===== config.mk =====
export PLATFORM = sky130hd
export DESIGN_NAME = morse_beacon_sequencer
export DESIGN_NICKNAME = d
export VERILOG_FILES = /design/src/rtl/mbs_pkg.sv /design/src/rtl/mbs_csr_regs.sv /design/src/rtl/mbs_keyer_core.sv /design/src/rtl/mbs_result_reg.sv /design/src/rtl/morse_beacon_sequencer.sv
export SDC_FILE = /design/constraint.sdc
export NUM_CORES = 1
export LEC_CHECK = 0
export BUFFER_PORTS_ARGS = -buffer_cell sky130_fd_sc_hd__buf_2
export CORE_MARGIN = 5
export CORE_UTILIZATION = 50
export DETAILED_ROUTE_END_ITERATION = 6
export GPL_TIMING_DRIVEN = 0
export PLACE_DENSITY = 0.64
export SLEW_MARGIN = 10
export SYNTH_ARGS = -nofsm -noshare
export SYNTH_HDL_FRONTEND = slang
export SYNTH_SLANG_ARGS = --single-unit
export TNS_END_PERCENT = 5

===== constraint.sdc =====
create_clock -name clock -period 13.2 [get_ports clock]
set_input_delay 0.66 -clock clock [delete_from_list [all_inputs] [get_ports clock]]
set_output_delay 0.66 -clock clock [all_outputs]
set_load 0.1 [all_outputs]

===== src/rtl/mbs_pkg.sv =====
// ----------------------------------------------------------------------------
// Morse beacon sequencer package
// Shared types, constants and the message and code tables of the keyer.
// ----------------------------------------------------------------------------
package mbs_pkg;

   localparam int MessageLength = 11;
   localparam int RomDepth      = 11;
   localparam int DurWidth      = 16;
   localparam int CharWidth     = 8;
   localparam int SymWidth      = 3;
   localparam int LenWidth      = 3;
   localparam int CsrIndexWidth = 3;

   typedef enum logic [2:0] {
      PhaseBegin = 3'd0,
      PhaseMark  = 3'd1,
      PhaseIntra = 3'd2,
      PhaseInter = 3'd3,
      PhasePost  = 3'd4
   } phase_type;

   typedef enum logic [CsrIndexWidth-1:0] {
      RegDot          = 3'd0,
      RegDash         = 3'd1,
      RegIntraGap     = 3'd2,
      RegInterCharGap = 3'd3,
      RegPostMessage  = 3'd4
   } reg_index_type;

   typedef struct packed {
      logic [DurWidth-1:0] dot;
      logic [DurWidth-1:0] dash;
      logic [DurWidth-1:0] intra_gap;
      logic [DurWidth-1:0] inter_char_gap;
      logic [DurWidth-1:0] post_message;
   } cfg_type;

   // Symbol count and pattern; bit i of the pattern is symbol i, 1 for a dash.
   typedef struct packed {
      logic [LenWidth-1:0]  len;
      logic [CharWidth-1:0] pattern;
   } code_type;

   typedef struct packed {
      logic [CharWidth-1:0] char_position;
      phase_type            phase;
      logic                 key;
   } rsp_type;

   function automatic logic [CharWidth-1:0] rom_char(input logic [CharWidth-1:0] idx);
      logic [CharWidth-1:0] ch;
      case (idx)
         8'd0:    ch = "G";
         8'd1:    ch = "W";
         8'd2:    ch = "O";
         8'd3:    ch = "T";
         8'd4:    ch = ".";
         8'd5:    ch = "E";
         8'd6:    ch = "N";
         8'd7:    ch = "E";
         8'd8:    ch = "R";
         8'd9:    ch = "G";
         8'd10:   ch = "Y";
         default: ch = 8'h00;
      endcase
      return ch;
   endfunction

   function automatic code_type code_of(input logic [CharWidth-1:0] ch);
      code_type c;
      case (ch)
         "G":     c = '{len: 3'd3, pattern: 8'h03};
         "W":     c = '{len: 3'd3, pattern: 8'h06};
         "O":     c = '{len: 3'd3, pattern: 8'h07};
         "T":     c = '{len: 3'd1, pattern: 8'h01};
         ".":     c = '{len: 3'd6, pattern: 8'h2A};
         "E":     c = '{len: 3'd1, pattern: 8'h00};
         "N":     c = '{len: 3'd2, pattern: 8'h01};
         "R":     c = '{len: 3'd3, pattern: 8'h02};
         "Y":     c = '{len: 3'd4, pattern: 8'h0D};
         default: c = '{len: 3'd0, pattern: 8'h00};
      endcase
      return c;
   endfunction

   // Characters beyond the message store have no code.
   function automatic code_type current_code(input logic [CharWidth-1:0] idx);
      code_type c;
      if (idx < CharWidth'(RomDepth)) begin
         c = code_of(rom_char(idx));
      end else begin
         c = '{len: '0, pattern: '0};
      end
      return c;
   endfunction

endpackage


===== src/rtl/mbs_csr_regs.sv =====
// ----------------------------------------------------------------------------
// Morse beacon timing registers
// Holds the five duration registers written through the plain write port.
// ----------------------------------------------------------------------------
module mbs_csr_regs (
   input  logic                                clock,
   input  logic                                reset,
   input  logic                                csr_we,
   input  logic [mbs_pkg::CsrIndexWidth-1:0]   csr_index,
   input  logic [mbs_pkg::DurWidth-1:0]        csr_wdata,
   output mbs_pkg::cfg_type                    cfg
);
   import mbs_pkg::*;

   cfg_type cfg_ff;
   cfg_type cfg_in;

   always_comb begin
      cfg_in = cfg_ff;
      if (csr_we) begin
         case (csr_index)
            RegDot:          cfg_in.dot            = csr_wdata;
            RegDash:         cfg_in.dash           = csr_wdata;
            RegIntraGap:     cfg_in.intra_gap      = csr_wdata;
            RegInterCharGap: cfg_in.inter_char_gap = csr_wdata;
            RegPostMessage:  cfg_in.post_message   = csr_wdata;
            default:         cfg_in = cfg_ff;
         endcase
      end
   end

   always_ff @(posedge clock) begin
      if (reset) begin
         cfg_ff.dot            <= 16'd100;
         cfg_ff.dash           <= 16'd300;
         cfg_ff.intra_gap      <= 16'd100;
         cfg_ff.inter_char_gap <= 16'd300;
         cfg_ff.post_message   <= 16'd5000;
      end else begin
         cfg_ff <= cfg_in;
      end
   end

   assign cfg = cfg_ff;

endmodule


===== src/rtl/mbs_keyer_core.sv =====
// ----------------------------------------------------------------------------
// Morse beacon keyer core
// Phase, countdown, index and key registers with their next-state logic.
// ----------------------------------------------------------------------------
module mbs_keyer_core (
   input  logic             clock,
   input  logic             reset,
   input  logic             accept,
   input  logic             tick,
   input  mbs_pkg::cfg_type cfg,
   output mbs_pkg::rsp_type next_rsp
);
   import mbs_pkg::*;

   phase_type               phase_ff,     phase_in;
   logic [DurWidth-1:0]     remaining_ff, remaining_in;
   logic [CharWidth-1:0]    char_ff,      char_in;
   logic [SymWidth-1:0]     sym_ff,       sym_in;
   logic                    key_ff,       key_in;

   code_type                code;
   code_type                first_code;
   logic [DurWidth-1:0]     remaining_dec;
   logic [SymWidth-1:0]     sym_inc;
   logic [CharWidth-1:0]    char_inc;

   assign code          = current_code(char_ff);
   assign first_code    = current_code('0);
   assign remaining_dec = (remaining_ff != '0) ? remaining_ff - 16'd1 : remaining_ff;
   assign sym_inc       = sym_ff + 3'd1;
   assign char_inc      = char_ff + 8'd1;

   always_comb begin
      phase_in     = phase_ff;
      remaining_in = remaining_ff;
      char_in      = char_ff;
      sym_in       = sym_ff;
      key_in       = key_ff;
      if (accept && tick) begin
         remaining_in = remaining_dec;
         if (remaining_dec == '0) begin
            case (phase_ff)
               PhaseBegin: begin
                  char_in = '0;
                  sym_in  = '0;
                  if (first_code.len == '0) begin
                     key_in       = 1'b0;
                     phase_in     = PhaseInter;
                     remaining_in = cfg.inter_char_gap;
                  end else begin
                     key_in       = 1'b1;
                     phase_in     = PhaseMark;
                     remaining_in = first_code.pattern[0] ? cfg.dash : cfg.dot;
                  end
               end
               PhaseMark: begin
                  key_in = 1'b0;
                  sym_in = sym_inc;
                  if (sym_inc >= code.len) begin
                     char_in = char_inc;
                     if (char_inc >= CharWidth'(MessageLength)) begin
                        phase_in     = PhasePost;
                        remaining_in = cfg.post_message;
                     end else begin
                        phase_in     = PhaseInter;
                        remaining_in = cfg.inter_char_gap;
                     end
                  end else begin
                     phase_in     = PhaseIntra;
                     remaining_in = cfg.intra_gap;
                  end
               end
               PhaseIntra: begin
                  key_in       = 1'b1;
                  phase_in     = PhaseMark;
                  remaining_in = code.pattern[sym_ff] ? cfg.dash : cfg.dot;
               end
               PhaseInter: begin
                  sym_in = '0;
                  if (code.len == '0) begin
                     // A character without a code costs one more gap.
                     key_in  = 1'b0;
                     char_in = char_inc;
                     if (char_inc >= CharWidth'(MessageLength)) begin
                        phase_in     = PhasePost;
                        remaining_in = cfg.post_message;
                     end else begin
                        phase_in     = PhaseInter;
                        remaining_in = cfg.inter_char_gap;
                     end
                  end else begin
                     key_in       = 1'b1;
                     phase_in     = PhaseMark;
                     remaining_in = code.pattern[0] ? cfg.dash : cfg.dot;
                  end
               end
               default: begin
                  key_in       = 1'b0;
                  phase_in     = PhaseBegin;
                  remaining_in = '0;
               end
            endcase
         end
      end
   end

   always_ff @(posedge clock) begin
      if (reset) begin
         phase_ff     <= PhaseBegin;
         remaining_ff <= '0;
         char_ff      <= '0;
         sym_ff       <= '0;
         key_ff       <= 1'b0;
      end else begin
         phase_ff     <= phase_in;
         remaining_ff <= remaining_in;
         char_ff      <= char_in;
         sym_ff       <= sym_in;
         key_ff       <= key_in;
      end
   end

   assign next_rsp = '{char_position: char_in, phase: phase_in, key: key_in};

`ifndef ASSERT_OFF
   a_key_only_in_mark: assert property (@(posedge clock) disable iff (reset)
      key_ff == (phase_ff == PhaseMark))
      else $error("key level disagrees with the mark phase");

   a_post_at_message_end: assert property (@(posedge clock) disable iff (reset)
      (phase_ff == PhasePost) |-> (char_ff == CharWidth'(MessageLength)))
      else $error("post message phase away from the end of the message");

   a_hold_without_tick: assert property (@(posedge clock) disable iff (reset)
      !(accept && tick) |=> ($stable(phase_ff) && $stable(remaining_ff)
                             && $stable(char_ff) && $stable(sym_ff)))
      else $error("keyer state moved without a tick");
`endif

endmodule


===== src/rtl/mbs_result_reg.sv =====
// ----------------------------------------------------------------------------
// Morse beacon result register
// Holds one result item until the downstream side takes it.
// ----------------------------------------------------------------------------
module mbs_result_reg (
   input  logic             clock,
   input  logic             reset,
   input  logic             load,
   input  mbs_pkg::rsp_type data_in,
   input  logic             rsp_tready,
   output logic             rsp_tvalid,
   output logic             space,
   output mbs_pkg::rsp_type data_out
);
   import mbs_pkg::*;

   logic    valid_ff, valid_in;
   rsp_type data_ff;

   assign space    = !valid_ff || rsp_tready;
   assign valid_in = load ? 1'b1 : (rsp_tready ? 1'b0 : valid_ff);

   always_ff @(posedge clock) begin
      if (reset) begin
         valid_ff <= 1'b0;
      end else begin
         valid_ff <= valid_in;
      end
   end

   always_ff @(posedge clock) begin
      if (load) begin
         data_ff <= data_in;
      end
   end

   assign rsp_tvalid = valid_ff;
   assign data_out   = data_ff;

`ifndef ASSERT_OFF
   a_load_gives_result: assert property (@(posedge clock) disable iff (reset)
      load |=> valid_ff)
      else $error("loaded item did not appear as a result");
`endif

endmodule


===== src/rtl/morse_beacon_sequencer.sv =====
// ----------------------------------------------------------------------------
// Morse beacon sequencer
// Looping Morse beacon keyer stepped by millisecond tick items.
// ----------------------------------------------------------------------------
// Every input item carries one tick bit and yields exactly one result item
// holding the key level, the phase and the index of the character being sent.
// The block takes one item per clock cycle: the whole state update (countdown,
// phase step and code table lookup) is one pass of logic in front of the state
// registers, and a single result register decouples the two sides, so a new
// item is taken whenever that register is empty or its item is being taken.
// A result is offered in the cycle after its item is accepted. There is
// no clearing pass after reset; the timing registers come up at their
// documented defaults and may be rewritten while the block is idle.
module morse_beacon_sequencer (
   input  logic                              clock,
   input  logic                              reset,

   // Input items: tdata holds tick in bit 0, bits 7:1 are zero.
   input  logic                              req_tvalid,
   output logic                              req_tready,
   input  logic [7:0]                        req_tdata,

   // Result items: tdata holds key_level (bit 0), phase_code (bits 3:1),
   // char_position (bits 11:4); bits 15:12 are zero.
   output logic                              rsp_tvalid,
   input  logic                              rsp_tready,
   output logic [15:0]                       rsp_tdata,

   // Timing register writes.
   input  logic                              csr_we,
   input  logic [mbs_pkg::CsrIndexWidth-1:0] csr_index,
   input  logic [mbs_pkg::DurWidth-1:0]      csr_wdata
);
   import mbs_pkg::*;

   cfg_type cfg;
   rsp_type next_rsp;
   rsp_type rsp_data;
   logic    accept;
   logic    space;

   // An item is taken whenever the result register has room for its answer.
   assign req_tready = space;
   assign accept     = req_tvalid && req_tready;

   mbs_csr_regs u_csr_regs (
      .clock     (clock),
      .reset     (reset),
      .csr_we    (csr_we),
      .csr_index (csr_index),
      .csr_wdata (csr_wdata),
      .cfg       (cfg)
   );

   // The keyer state advances only on accepted items; a zero tick holds it.
   mbs_keyer_core u_keyer_core (
      .clock    (clock),
      .reset    (reset),
      .accept   (accept),
      .tick     (req_tdata[0]),
      .cfg      (cfg),
      .next_rsp (next_rsp)
   );

   mbs_result_reg u_result_reg (
      .clock      (clock),
      .reset      (reset),
      .load       (accept),
      .data_in    (next_rsp),
      .rsp_tready (rsp_tready),
      .rsp_tvalid (rsp_tvalid),
      .space      (space),
      .data_out   (rsp_data)
   );

   assign rsp_tdata = {4'b0000, rsp_data.char_position, rsp_data.phase, rsp_data.key};

endmodule


# Word level (Yosys, flattened, before mapping)
# Memories as Yosys holds them, arrays and structs flattened. A register that Yosys moved wholly into a read port is not among the register bits.
# Index checks and enable logic that the tools add are counted.
# classes
addsub	3
order_cmp	4
n_eq_ne	16
mux	33
reduce_logical	20
# op_table
op	count
16-bit two-way mux	7
11-bit one-hot mux with 9 select lines	1
8-bit by 7-bit == test with 1-bit output, second input constant	8
16-bit one-hot mux with 4 select lines	1
8-bit two-way mux	6
8-bit one-hot mux with 3 select lines	1
16-bit logical NOT	1
16-bit nonzero test	1
16-bit by 1-bit subtractor with 16-bit output, second input constant	1
3-bit two-way mux	5
3-bit by 2-bit == test with 1-bit output, second input constant	4
11-bit two-way mux	1
2-bit AND reduction	5
3-bit logical NOT	3
3-bit one-hot mux with 3 select lines	1
8-bit by 1-bit adder with 8-bit output, second input constant	1
8-bit by 6-bit == test with 1-bit output, second input constant	1
8-bit by 4-bit greater-or-equal comparator with 1-bit output, second input constant	1
8-bit by 4-bit < comparator with 1-bit output, second input constant	1
3-bit by 1-bit == test with 1-bit output, second input constant	2
1-bit two-way mux	6
3-bit one-hot mux with 2 select lines	1
4-bit logical NOT	1
3-bit by 4-bit < comparator with 1-bit output, second input constant	1
other kinds (12)	15
# word_totals
register_bits	124
mem_bits_ro	112
inputBits	32
word_cells	91
memories	1
# memory_table
memory	depth	width	read_ports	rd_clocked_by_memory_dff	wr	line_no	source
(no name shown)	16	7	1	1	0	mbs_pkg.sv:53	case (idx)

# Logic depth before layout (Yosys ltp)
# Gate-level depths: netlist of the first run.
# logic_depth
word_depth	12
ltp_mapped	18

# By module
# Synthesis of the first run repeated with hierarchy kept, for this count alone.
# unflattened
hier_cells	879
area_unflattened_um2	7812.5
# modules_own_cells
module	n_inst	cells_each	area_per_inst_um2	seq_area_each_um2
mbs_keyer_core	1	564	4176.5	760.7
mbs_csr_regs	1	293	3189.3	1601.5
mbs_result_reg	1	16	406.6	380.4
morse_beacon_sequencer	1	6	40.0	0.0

# Worst setup path after synthesis of the first run
# Ideal clock, no wire load.
# synth_path
path_type	register -> register
from	register u_result_reg.valid_ff, in the netlist u_result_reg.rsp_tvalid
to	register (tool-made name)
setup_ps	79
arrival_time_ps	4449
path_slack_ps	8672
stages_incl_launch_ff	15
n_path_buf	2
cell_sequence	dfxtp_1 nand2b_1 nand3_1 clkbuf_1 nor3b_1 mux2i_1 nor4b_4 nand2_2 or3_1 buf_2 a21o_1 nor2b_1 ha_1 or4_1 o211ai_1
# synth_rtl
item	line_no	source
start: declaration	mbs_result_reg.sv:17	logic valid_ff, valid_in;
start signal: assignment	mbs_result_reg.sv:27	valid_ff <= valid_in;

==> flow_summary.json, run 1 <==
{
  "status": "finished, final reports clean",
  "tightest_slew_ns": 1.167,
  "crit_fanout": 10,
  "postRouteWirelength_mm": 21.64,
  "setup_viol": 0,
  "die_w_um": 128.6,
  "hold_path.class": "reg -> reg",
  "cts-root-buf": "clkbuf_16",
  "path_clk_slew_ns": 0.06,
  "worstHoldPathCells": 2,
  "antenna_found_initial": 0,
  "postRouteAntennaNets": 0,
  "finClkSkew_ns": 0.006295,
  "drc": 0,
  "grt_pass1_wl_mm": 33.95,
  "p_int_mw": 1.023,
  "synthFlopType": "dfxtp_1",
  "viasPerCell": 5.903,
  "regArea_sq_um": 2743,
  "drv_cap": 0,
  "crit_required_ns": 13.55,
  "avgRoutedWirePerCell_um": 18.95,
  "drive_above_1_share": 0.1050,
  "worstRegToRegCells": 16,
  "dp_hpwl_mm": 16.23,
  "n_antenna_cell": 0,
  "crit_path_max_incr_delay_ns": 0.99,
  "power.density_nw_per_um2": 217.4,
  "final_cell_mix": "nand2_1, dfxtp_1, a21oi_1, clkbuf_1, nor2_1",
  "grt_overflow_total": 0,
  "clock_path_buffers": 2,
  "nFillCells": 1270,
  "grt_pass1_vias": 6327,
  "final_common_cell": "nand2_1",
  "cp.arrival_ns": 5.84,
  "synth_area_sq_um": 7028,
  "grt_setup_unrepaired": "false",
  "pwr-share-comb": 0.454,
  "cp-end-kind": "flip-flop",
  "ios": 50,
  "syn_area_per_cell_sq_um": 7.906,
  "globalplace.congestion": 0.9718,
  "finalCritPeriodShare": 0.4163,
  "cts_tree": "yes",
  "stdcell_count": 1142,
  "cts.htree.levels": 4,
  "leakagePower_nw": 3.098,
  "initial_core_util": 0.5083,
  "p_sw_frac": 0.4185,
  "cts_resized": 0,
  "crit_chain": "nor4_1, and3b_1, nand3_1, a21oi_1, ha_1, nand2b_1, a21o_1, a211o_1, nor2_1, or3_1, buf_2, a21o_1, nor2b_1, ha_1, or4_1, o211ai_1",
  "syn_inst": 889,
  "clk_latency_ns": 0.42,
  "cp_slowest_cell": "nor4_1",
  "finalHoldViolCount": 0,
  "fmax_mhz": 182.0,
  "worstSetupPathType": "reg -> reg",
  "clock_sinks": 131,
  "ys_types": 68,
  "area_growth_pct": 15.17,
  "vias": 6741,
  "numCtsBuffers": 17,
  "ys_seq_elements": 131,
  "multi_input_area_sq_um": 3996,
  "drt_iter0_markers": 521,
  "grt_max_degree": 17,
  "design.core.area_sq_um": 13830,
  "yosysWarningCount": 0,
  "slew_violations": 0,
  "first_pass_iters": 5,
  "fp-row-count": 43,
  "setup_tns_ns": 0,
  "portBuffers": 38,
  "grt_use_total": 0.2623,
  "vdd_drop_max_uv": 108.0,
  "power_mw": 1.760,
  "final_core_util": 0.5854,
  "place_inst": 1110,
  "postCtsSetupBuffers": 0,
  "seq_area_frac_synth": 0.3902,
  "fin_crit_ns": 5.495,
  "p_switching_mw": 0.7364,
  "async_flop_share": 0,
  "setup.worst_path.start_class": "flip-flop",
  "cts_hold_buf": 0,
  "pwr-share-clk": 0.289,
  "ff2ff_setup_slack_ns": 7.70,
  "seqPwrFrac": 0.257,
  "die-area_sq_um": 16530,
  "synth-edff-count": 12,
  "die_y_um": 128.6,
  "relSlewSlack": 0.2150,
  "nets": 992
}
final timing paths:
kind	startpoint	to
min reg2reg	u_csr_regs.cfg[6]	u_csr_regs.cfg[6]
max	u_keyer_core.char_ff[7]	flip-flop
max reg2reg	u_keyer_core.char_ff[7]	flip-flop
min	u_csr_regs.cfg[6]	u_csr_regs.cfg[6]
area by class of cell:
class	instances	share of cell area
plain buffers	61	0.03061
clock buffers	23	0.06183
clock inverters	9	0.01716
inverters	14	0.006493
multi-input cells	686	0.4937
flip-flops and latches	131	0.3388
well taps	180	0.02783
repair buffers	38	0.02350
worst max-delay path, delay by kind of cell, from the launching register on:
family	cells	cell delay [ns]
buf+inv	1	0.20
fa+ha+maj	2	0.51
flops	1	0.34
simple gates	8	3.29
compound gates	5	1.07
synth_stat cells, types with 4 or more instances:
| cell | number | share of area |
|---|---|---|
| buf_4 | 4 | 0.0043 |
| inv_1 | 13 | 0.0069 |
| nand3b_1 | 23 | 0.025 |
| and4_1 | 4 | 0.0050 |
| ha_1 | 11 | 0.020 |
| nor3b_1 | 6 | 0.0064 |
| or3_1 | 6 | 0.0053 |
| nand2b_1 | 8 | 0.0071 |
| o211ai_1 | 4 | 0.0043 |
| a211o_1 | 4 | 0.0050 |
| edfxtp_1 | 12 | 0.051 |
| mux2_2 | 11 | 0.018 |
| mux2i_1 | 34 | 0.048 |
| nor2_1 | 45 | 0.024 |
| o221ai_1 | 10 | 0.012 |
| nand2_1 | 200 | 0.11 |
| and3_1 | 6 | 0.0053 |
| dfxtp_1 | 119 | 0.34 |
| a211oi_1 | 8 | 0.0085 |
| clkbuf_1 | 51 | 0.027 |
| o21ai_1 | 6 | 0.0043 |
| nor3_1 | 20 | 0.014 |
| o21ai_0 | 24 | 0.017 |
| xor2_1 | 6 | 0.0075 |
| nand3_1 | 15 | 0.011 |
| o31ai_1 | 5 | 0.0053 |
| a22o_1 | 4 | 0.0050 |
| nor2b_1 | 16 | 0.014 |
| or4_1 | 6 | 0.0064 |
| nor4_1 | 9 | 0.0080 |
| a21o_1 | 7 | 0.0075 |
| a221oi_1 | 7 | 0.0087 |
| a21oi_1 | 118 | 0.084 |
| xnor2_1 | 4 | 0.0050 |
metal layers:
| layer | GRT usage | up-vias | wire [um] |
|---|---|---|---|
| met3 | 0.06434 | 35 | 1441 |
| li1 | - | 3278 | - |
| met1 | 0.3400 | 3175 | 9659 |
| met4 | 0.07968 | 0 | 444 |
| met2 | 0.4343 | 253 | 10090 |
| met5 | 0 | - | 0 |
cells by family (layout without fill, tap and decap cells):
logic type | count (synthesis) | in the layout | share of synthesized area
AND/OR/NAND/NOR | 393 | 393 | 0.2747
other | 1 | 4 | 0.0005336
flip-flops | 131 | 131 | 0.3902
multiplexers | 45 | 45 | 0.06605
buffers and inverters | 75 | 145 | 0.04273
XOR/XNOR | 10 | 10 | 0.01246
adder cells (fa/ha/maj) | 11 | 11 | 0.01958
AO/OA/AOI/OAI | 223 | 223 | 0.1937
through the flow:
step	instance area, sq um	hold WS, ns	worst slack [ns]
floorplan	7039	0.4329	8.672
global placement	7455	0.4417	7.803
detailed placement	7455	0.4480	7.763
CTS	8094	0.4558	7.758
global route	8094	0.4704	7.382
finish	8094	0.4555	7.705
power by group through the flow:
stage / registers (mW) / logic (mW) / clock network, mW
after global placement: 0.459 / 0.779 / 0
final: 0.453 / 0.799 / 0.508
after CTS: 0.452 / 0.783 / 0.511
after global routing: 0.455 / 0.858 / 0.529
after floorplan: 0.481 / 0.543 / 0
after detailed placement: 0.460 / 0.777 / 0
flip-flops by register name, summed over array words and instances, names as in the netlist, named ones only:
signal and count:
u_keyer_core.sym_ff 3, u_result_reg.rsp_tvalid 1, u_keyer_core.key_ff 1, u_keyer_core.remaining_ff 16, u_keyer_core.phase_ff 3, u_result_reg.data_out 12, u_csr_regs.cfg 80, u_keyer_core.char_ff 8
Power figures use the tool's default switching activity.
==> run 2: changes to the inputs <==
==> constraint.sdc (replaced) <==
create_clock -name clock -period 5.4 [get_ports clock]
set_input_delay 0.27 -clock clock [delete_from_list [all_inputs] [get_ports clock]]
set_output_delay 0.27 -clock clock [all_outputs]
set_load 0.1 [all_outputs]
==> flow_summary.json, run 2 (synthesized netlist as in run 1, its figures left out) <==
{
  "largest_reg_flops": 80,
  "hold_path.class": "in -> reg",
  "setup_viol": 0,
  "n_antenna_cell": 0,
  "clock_path_buffers": 2,
  "p_int_mw": 2.502,
  "cts_resized": 1,
  "seqPwrFrac": 0.257,
  "drc": 0,
  "grt_setup_unrepaired": "false",
  "drt_iter0_markers": 525,
  "pwr-share-comb": 0.455,
  "leakagePower_nw": 3.099,
  "cp-end-kind": "flip-flop",
  "cp.arrival_ns": 5.32,
  "postRouteAntennaNets": 0,
  "fp-row-count": 43,
  "drive_above_1_share": 0.1071,
  "worstHoldPathCells": 3,
  "p_sw_frac": 0.4184,
  "dp_hpwl_mm": 16.23,
  "crit_chain": "inv_1, ha_1, or3b_1, clkbuf_1, nor3_1, nor3_1, a221o_1, nor4b_4, nand2_2, or3_1, buf_2, a21oi_1, nor2_1, inv_1, ha_1, or4_1, o211ai_1",
  "die_y_um": 128.6,
  "path_clk_slew_ns": 0.06,
  "final_cell_mix": "nand2_1, dfxtp_1, a21oi_1, clkbuf_1, nor2_1",
  "avgRoutedWirePerCell_um": 18.87,
  "clock_sinks": 131,
  "r2r_start": "u_keyer_core.remaining_ff[0]",
  "fmax_mhz": 201.0,
  "cts_hold_buf": 0,
  "die_w_um": 128.6,
  "portBuffers": 38,
  "cp_slowest_cell": "nor3_1",
  "nets": 992,
  "crit_path_max_incr_delay_ns": 0.53,
  "drv_cap": 0,
  "stdcell_count": 1142,
  "design.core.area_sq_um": 13830,
  "grt_max_degree": 17,
  "grt_pass1_wl_mm": 34.03,
  "die-area_sq_um": 16530,
  "hp-start": "req_tvalid",
  "cts_tree": "yes",
  "grt_overflow_total": 0,
  "grt_use_total": 0.2630,
  "fin_crit_ns": 4.976,
  "crit_fanout": 7,
  "globalplace.congestion": 0.9718,
  "postRouteWirelength_mm": 21.55,
  "crit_required_ns": 5.75,
  "cts.htree.levels": 4,
  "finalCritPeriodShare": 0.9215,
  "clk_latency_ns": 0.43,
  "pwr-share-clk": 0.288,
  "numCtsBuffers": 17,
  "vias": 6754,
  "finClkSkew_ns": 0.007545,
  "viasPerCell": 5.914,
  "holdWs_ns": 0.1116,
  "final_common_cell": "nand2_1",
  "first_pass_iters": 5,
  "grt_pass1_vias": 6345,
  "ff2ff_setup_slack_ns": 0.42,
  "finalHoldViolCount": 0,
  "worstSetupPathType": "reg -> reg",
  "area_growth_pct": 15.29,
  "antenna_found_initial": 0,
  "ios": 50,
  "postCtsSetupBuffers": 0,
  "vdd_drop_max_uv": 264.6,
  "cts-root-buf": "clkbuf_16",
  "nFillCells": 1271,
  "p_switching_mw": 1.800,
  "power_mw": 4.302,
  "slew_violations": 0,
  "worstRegToRegCells": 17,
  "initial_core_util": 0.5083,
  "place_inst": 1110,
  "relSlewSlack": 0.3387,
  "worstHoldEndpoint": "u_result_reg.rsp_tvalid",
  "status": "finished, final reports clean",
  "setup.worst_path.start_class": "flip-flop",
  "tightest_slew_ns": 0.9844,
  "power.density_nw_per_um2": 530.9
}
## run 2: cell counts in the layout (fill, tap and decap cells not counted)
Identical to the previous run, type by type.
## run 2: critical path: cells and delay by family, from the launching register on
| kind | cells | cell delay (ns) |
|---|---|---|
| and+or+nand+nor | 8 | 2.62 |
| AOI/OAI and AO/OA | 3 | 0.86 |
| DFF | 1 | 0.39 |
| adders and majority gates | 2 | 0.47 |
| buffers and inverters | 4 | 0.57 |
## run 2: area by class of cell
| type | count | area, sq um | share of cell area |
|---|---|---|---|
| Tap cell | 180 | 225.2 | 0.02779 |
| Clock buffer | 23 | 500.5 | 0.06177 |
| Sequential cell | 131 | 2743 | 0.3385 |
| Clock inverter | 9 | 138.9 | 0.01714 |
| Buffer | 61 | 247.7 | 0.03057 |
| Inverter | 14 | 52.55 | 0.006485 |
| Timing Repair Buffer | 38 | 190.2 | 0.02347 |
| Multi-Input combinational cell | 686 | 4005 | 0.4943 |
## run 2: worst max path at each step
| stage | startpoint | end | slack (ns) | cells after the start |
|---|---|---|---|---|
| after floorplan | u_result_reg.rsp_tvalid | flip-flop | 0.87 | 14 |
| after global placement | u_keyer_core.char_ff[7] | flip-flop | 0.003 | 16 |
| after detailed placement | u_keyer_core.char_ff[7] | flip-flop | -0.04 | 16 |
| after CTS | u_keyer_core.char_ff[7] | flip-flop | 0.30 | 16 |
| after global routing | u_keyer_core.remaining_ff[0] | flip-flop | 0.19 | 17 |
| final | u_keyer_core.remaining_ff[0] | flip-flop | 0.42 | 17 |
## run 2: power by group through the flow
stage	Clock (mW)	Sequential [mW]	Combinational [mW]
floorplan	0	1.18	1.33
global route	1.29	1.11	2.10
finish	1.24	1.11	1.96
detailed placement	0	1.12	1.90
CTS	1.25	1.10	1.91
global placement	0	1.12	1.90
## run 2: stage by stage
| step | worst slack, ns | instance area, sq um | util | setup TNS (ns) |
|---|---|---|---|---|
| after floorplan | 0.8718 | 7039 | - | 0 |
| after global placement | 0.002713 | 7455 | 0.5391 | 0 |
| after detailed placement | -0.03668 | 7455 | 0.5391 | -0.03668 |
| after CTS | 0.3008 | 8100 | 0.5858 | 0 |
| after global routing | 0.1880 | 8103 | 0.5860 | 0 |
| final | 0.4241 | 8103 | 0.5860 | 0 |
## run 2: routing by layer
metal  global-route usage  wire [um]
met5                    0          0
met4              0.08215        446
met3              0.06393       1385
met2               0.4349      10110
met1               0.3406       9610
==> run 3: changes to the inputs <==
--- a/config.mk
+++ b/config.mk
@@ -6,6 +6,7 @@
 export NUM_CORES = 1
 export LEC_CHECK = 0
 export BUFFER_PORTS_ARGS = -buffer_cell sky130_fd_sc_hd__buf_2
+export CORE_ASPECT_RATIO = 1.75
 export CORE_MARGIN = 5
 export CORE_UTILIZATION = 50
 export DETAILED_ROUTE_END_ITERATION = 6
==> flow_summary.json, run 3 (synthesized netlist as in run 1, its figures left out) <==
{
  "avgRoutedWirePerCell_um": 20.47,
  "clock_sinks": 131,
  "cts-root-buf": "clkbuf_16",
  "fin_crit_ns": 5.191,
  "viasPerCell": 5.995,
  "grt_setup_unrepaired": "false",
  "cp-end-kind": "flip-flop",
  "p_switching_mw": 1.947,
  "tightest_slew_ns": 1.123,
  "pwr-share-clk": 0.265,
  "initial_core_util": 0.5080,
  "leakagePower_nw": 3.060,
  "finClkSkew_ns": 0.008883,
  "postRouteWirelength_mm": 23.31,
  "finalHoldViolCount": 0,
  "worstSetupPathType": "reg -> reg",
  "setup.worst_path.start_class": "flip-flop",
  "area_growth_pct": 14.37,
  "grt_pass1_wl_mm": 36.23,
  "fmax_mhz": 192.7,
  "nFillCells": 1319,
  "clk_latency_ns": 0.43,
  "dp_worst_setup_slack_ns": 0.02424,
  "drc": 0,
  "globalplace.congestion": 1.000,
  "p_int_mw": 2.354,
  "grt_max_degree": 17,
  "grt_pass1_vias": 6798,
  "vias": 6828,
  "dp_hpwl_mm": 18.08,
  "nets": 992,
  "fp-row-count": 57,
  "clock_path_buffers": 2,
  "drive_above_1_share": 0.1102,
  "portBuffers": 38,
  "drv_cap": 0,
  "cp.arrival_ns": 5.53,
  "finalCritPeriodShare": 0.9612,
  "vdd_drop_max_uv": 249.4,
  "r2r_start": "u_keyer_core.remaining_ff[6]",
  "numCtsBuffers": 17,
  "slew_violations": 0,
  "antenna_found_initial": 0,
  "hold_path.class": "in -> reg",
  "final_cell_mix": "nand2_1, dfxtp_1, a21oi_1, clkbuf_1, nor2_1",
  "grt_use_total": 0.2829,
  "crit_fanout": 9,
  "die_w_um": 99.62,
  "setup_viol": 0,
  "worstRegToRegCells": 15,
  "status": "finished, final reports clean",
  "die_y_um": 166.8,
  "crit_required_ns": 5.74,
  "ios": 50,
  "n_antenna_cell": 0,
  "worstHoldPathCells": 3,
  "drt_iter0_markers": 309,
  "setup_tns_ns": 0,
  "largest_reg_flops": 80,
  "place_inst": 1107,
  "die-area_sq_um": 16620,
  "cts_tree": "yes",
  "relSlewSlack": 0.2453,
  "worst_slack_ns": 0.2094,
  "ff2ff_setup_slack_ns": 0.21,
  "hp-start": "req_tvalid",
  "path_clk_slew_ns": 0.06,
  "final_common_cell": "nand2_1",
  "pwr-share-comb": 0.477,
  "cts.htree.levels": 4,
  "final_core_util": 0.5809,
  "seqPwrFrac": 0.258,
  "p_sw_frac": 0.4526,
  "postCtsSetupBuffers": 0,
  "worstHoldEndpoint": "u_result_reg.rsp_tvalid",
  "grt_overflow_total": 0,
  "stdcell_count": 1139,
  "first_pass_iters": 5,
  "power_mw": 4.301,
  "design.core.area_sq_um": 13840,
  "power.density_nw_per_um2": 535.1,
  "postRouteAntennaNets": 0
}
==> run 3: changes by cell type in the layout (fill, tap and decap cells not counted) <==
cell	change
clkbuf_16	-2
inv_4	-1
nor3_1	-1
clkbuf_8	-1
clkinvlp_4	+3
bufinv_16	-2
inv_6	+4
inv_8	+2
clkinv_4	-1
clkbuf_1	-2
nor3_2	+1
==> run 3: worst max path at each step <==
stage               slack [ns]                          from   endpoint  depth (start not counted)
CTS                       0.01       u_keyer_core.char_ff[7]  flip-flop                         16
global placement         -0.27       u_keyer_core.char_ff[7]  flip-flop                         16
global route              0.02  u_keyer_core.remaining_ff[6]  flip-flop                         15
floorplan                 0.87       u_result_reg.rsp_tvalid  flip-flop                         14
detailed placement        0.02       u_keyer_core.char_ff[7]  flip-flop                         16
finish                    0.21  u_keyer_core.remaining_ff[6]  flip-flop                         15
==> run 3: layer usage <==
metal | track usage | wire length (um) | vias to the layer above
li1 | - | - | 3289
met4 | 0.2027 | 1635 | 0
met1 | 0.2724 | 8043 | 3239
met3 | 0.04102 | 908 | 78
met2 | 0.5302 | 12730 | 222
met5 | 0 | 0 | -
==> run 3: per-stage QoR <==
stage          hold WS [ns]  instance area (sq um)
2_1_floorplan        0.3908                   7039
3_3_place_gp         0.4416                   7451
3_5_place_dp         0.4492                   7457
4_1_cts             0.09481                   8030
5_1_grt              0.1217                   8038
6_report            0.09996                   8038
==> run 3: worst max-delay path, stage by stage, from the launching register on <==
cell	delay, ns
dfxtp_1	0.29
buf_2	0.16
nor4_1	0.59
nand2_1	0.38
or4_4	0.63
a221o_1	0.39
nor4b_4	0.41
nand2_2	0.21
or3_1	0.39
buf_2	0.18
a21oi_1	0.36
nor2_1	0.14
inv_1	0.12
ha_1	0.23
or4_1	0.51
o211ai_1	0.11
==> run 3: power groups by stage <==
stage | sequential (mW) | clock (mW) | combinational, mW
floorplan | 1.18 | 0 | 1.33
global placement | 1.13 | 0 | 2.00
detailed placement | 1.13 | 0 | 2.00
CTS | 1.11 | 1.15 | 2.02
global route | 1.12 | 1.19 | 2.19
finish | 1.11 | 1.14 | 2.05
==> run 3: layout make-up <==
class                           count  area, sq um  area share
Tap cell                          177        221.5     0.02755
Inverter                           14        52.55    0.006538
Multi-Input combinational cell    686         4010      0.4989
Timing Repair Buffer               38        190.2     0.02366
Buffer                             61        247.7     0.03082
Sequential cell                   131         2743      0.3412
Clock buffer                       18        429.2     0.05339
Clock inverter                     14        143.9     0.01790
==> run 3: timing repair <==
action,4_1_cts,5_1_grt
hold buffers,0,0
gates resized for setup,0,2
setup endpoints to repair,0,1
hold endpoints to repair,0,0
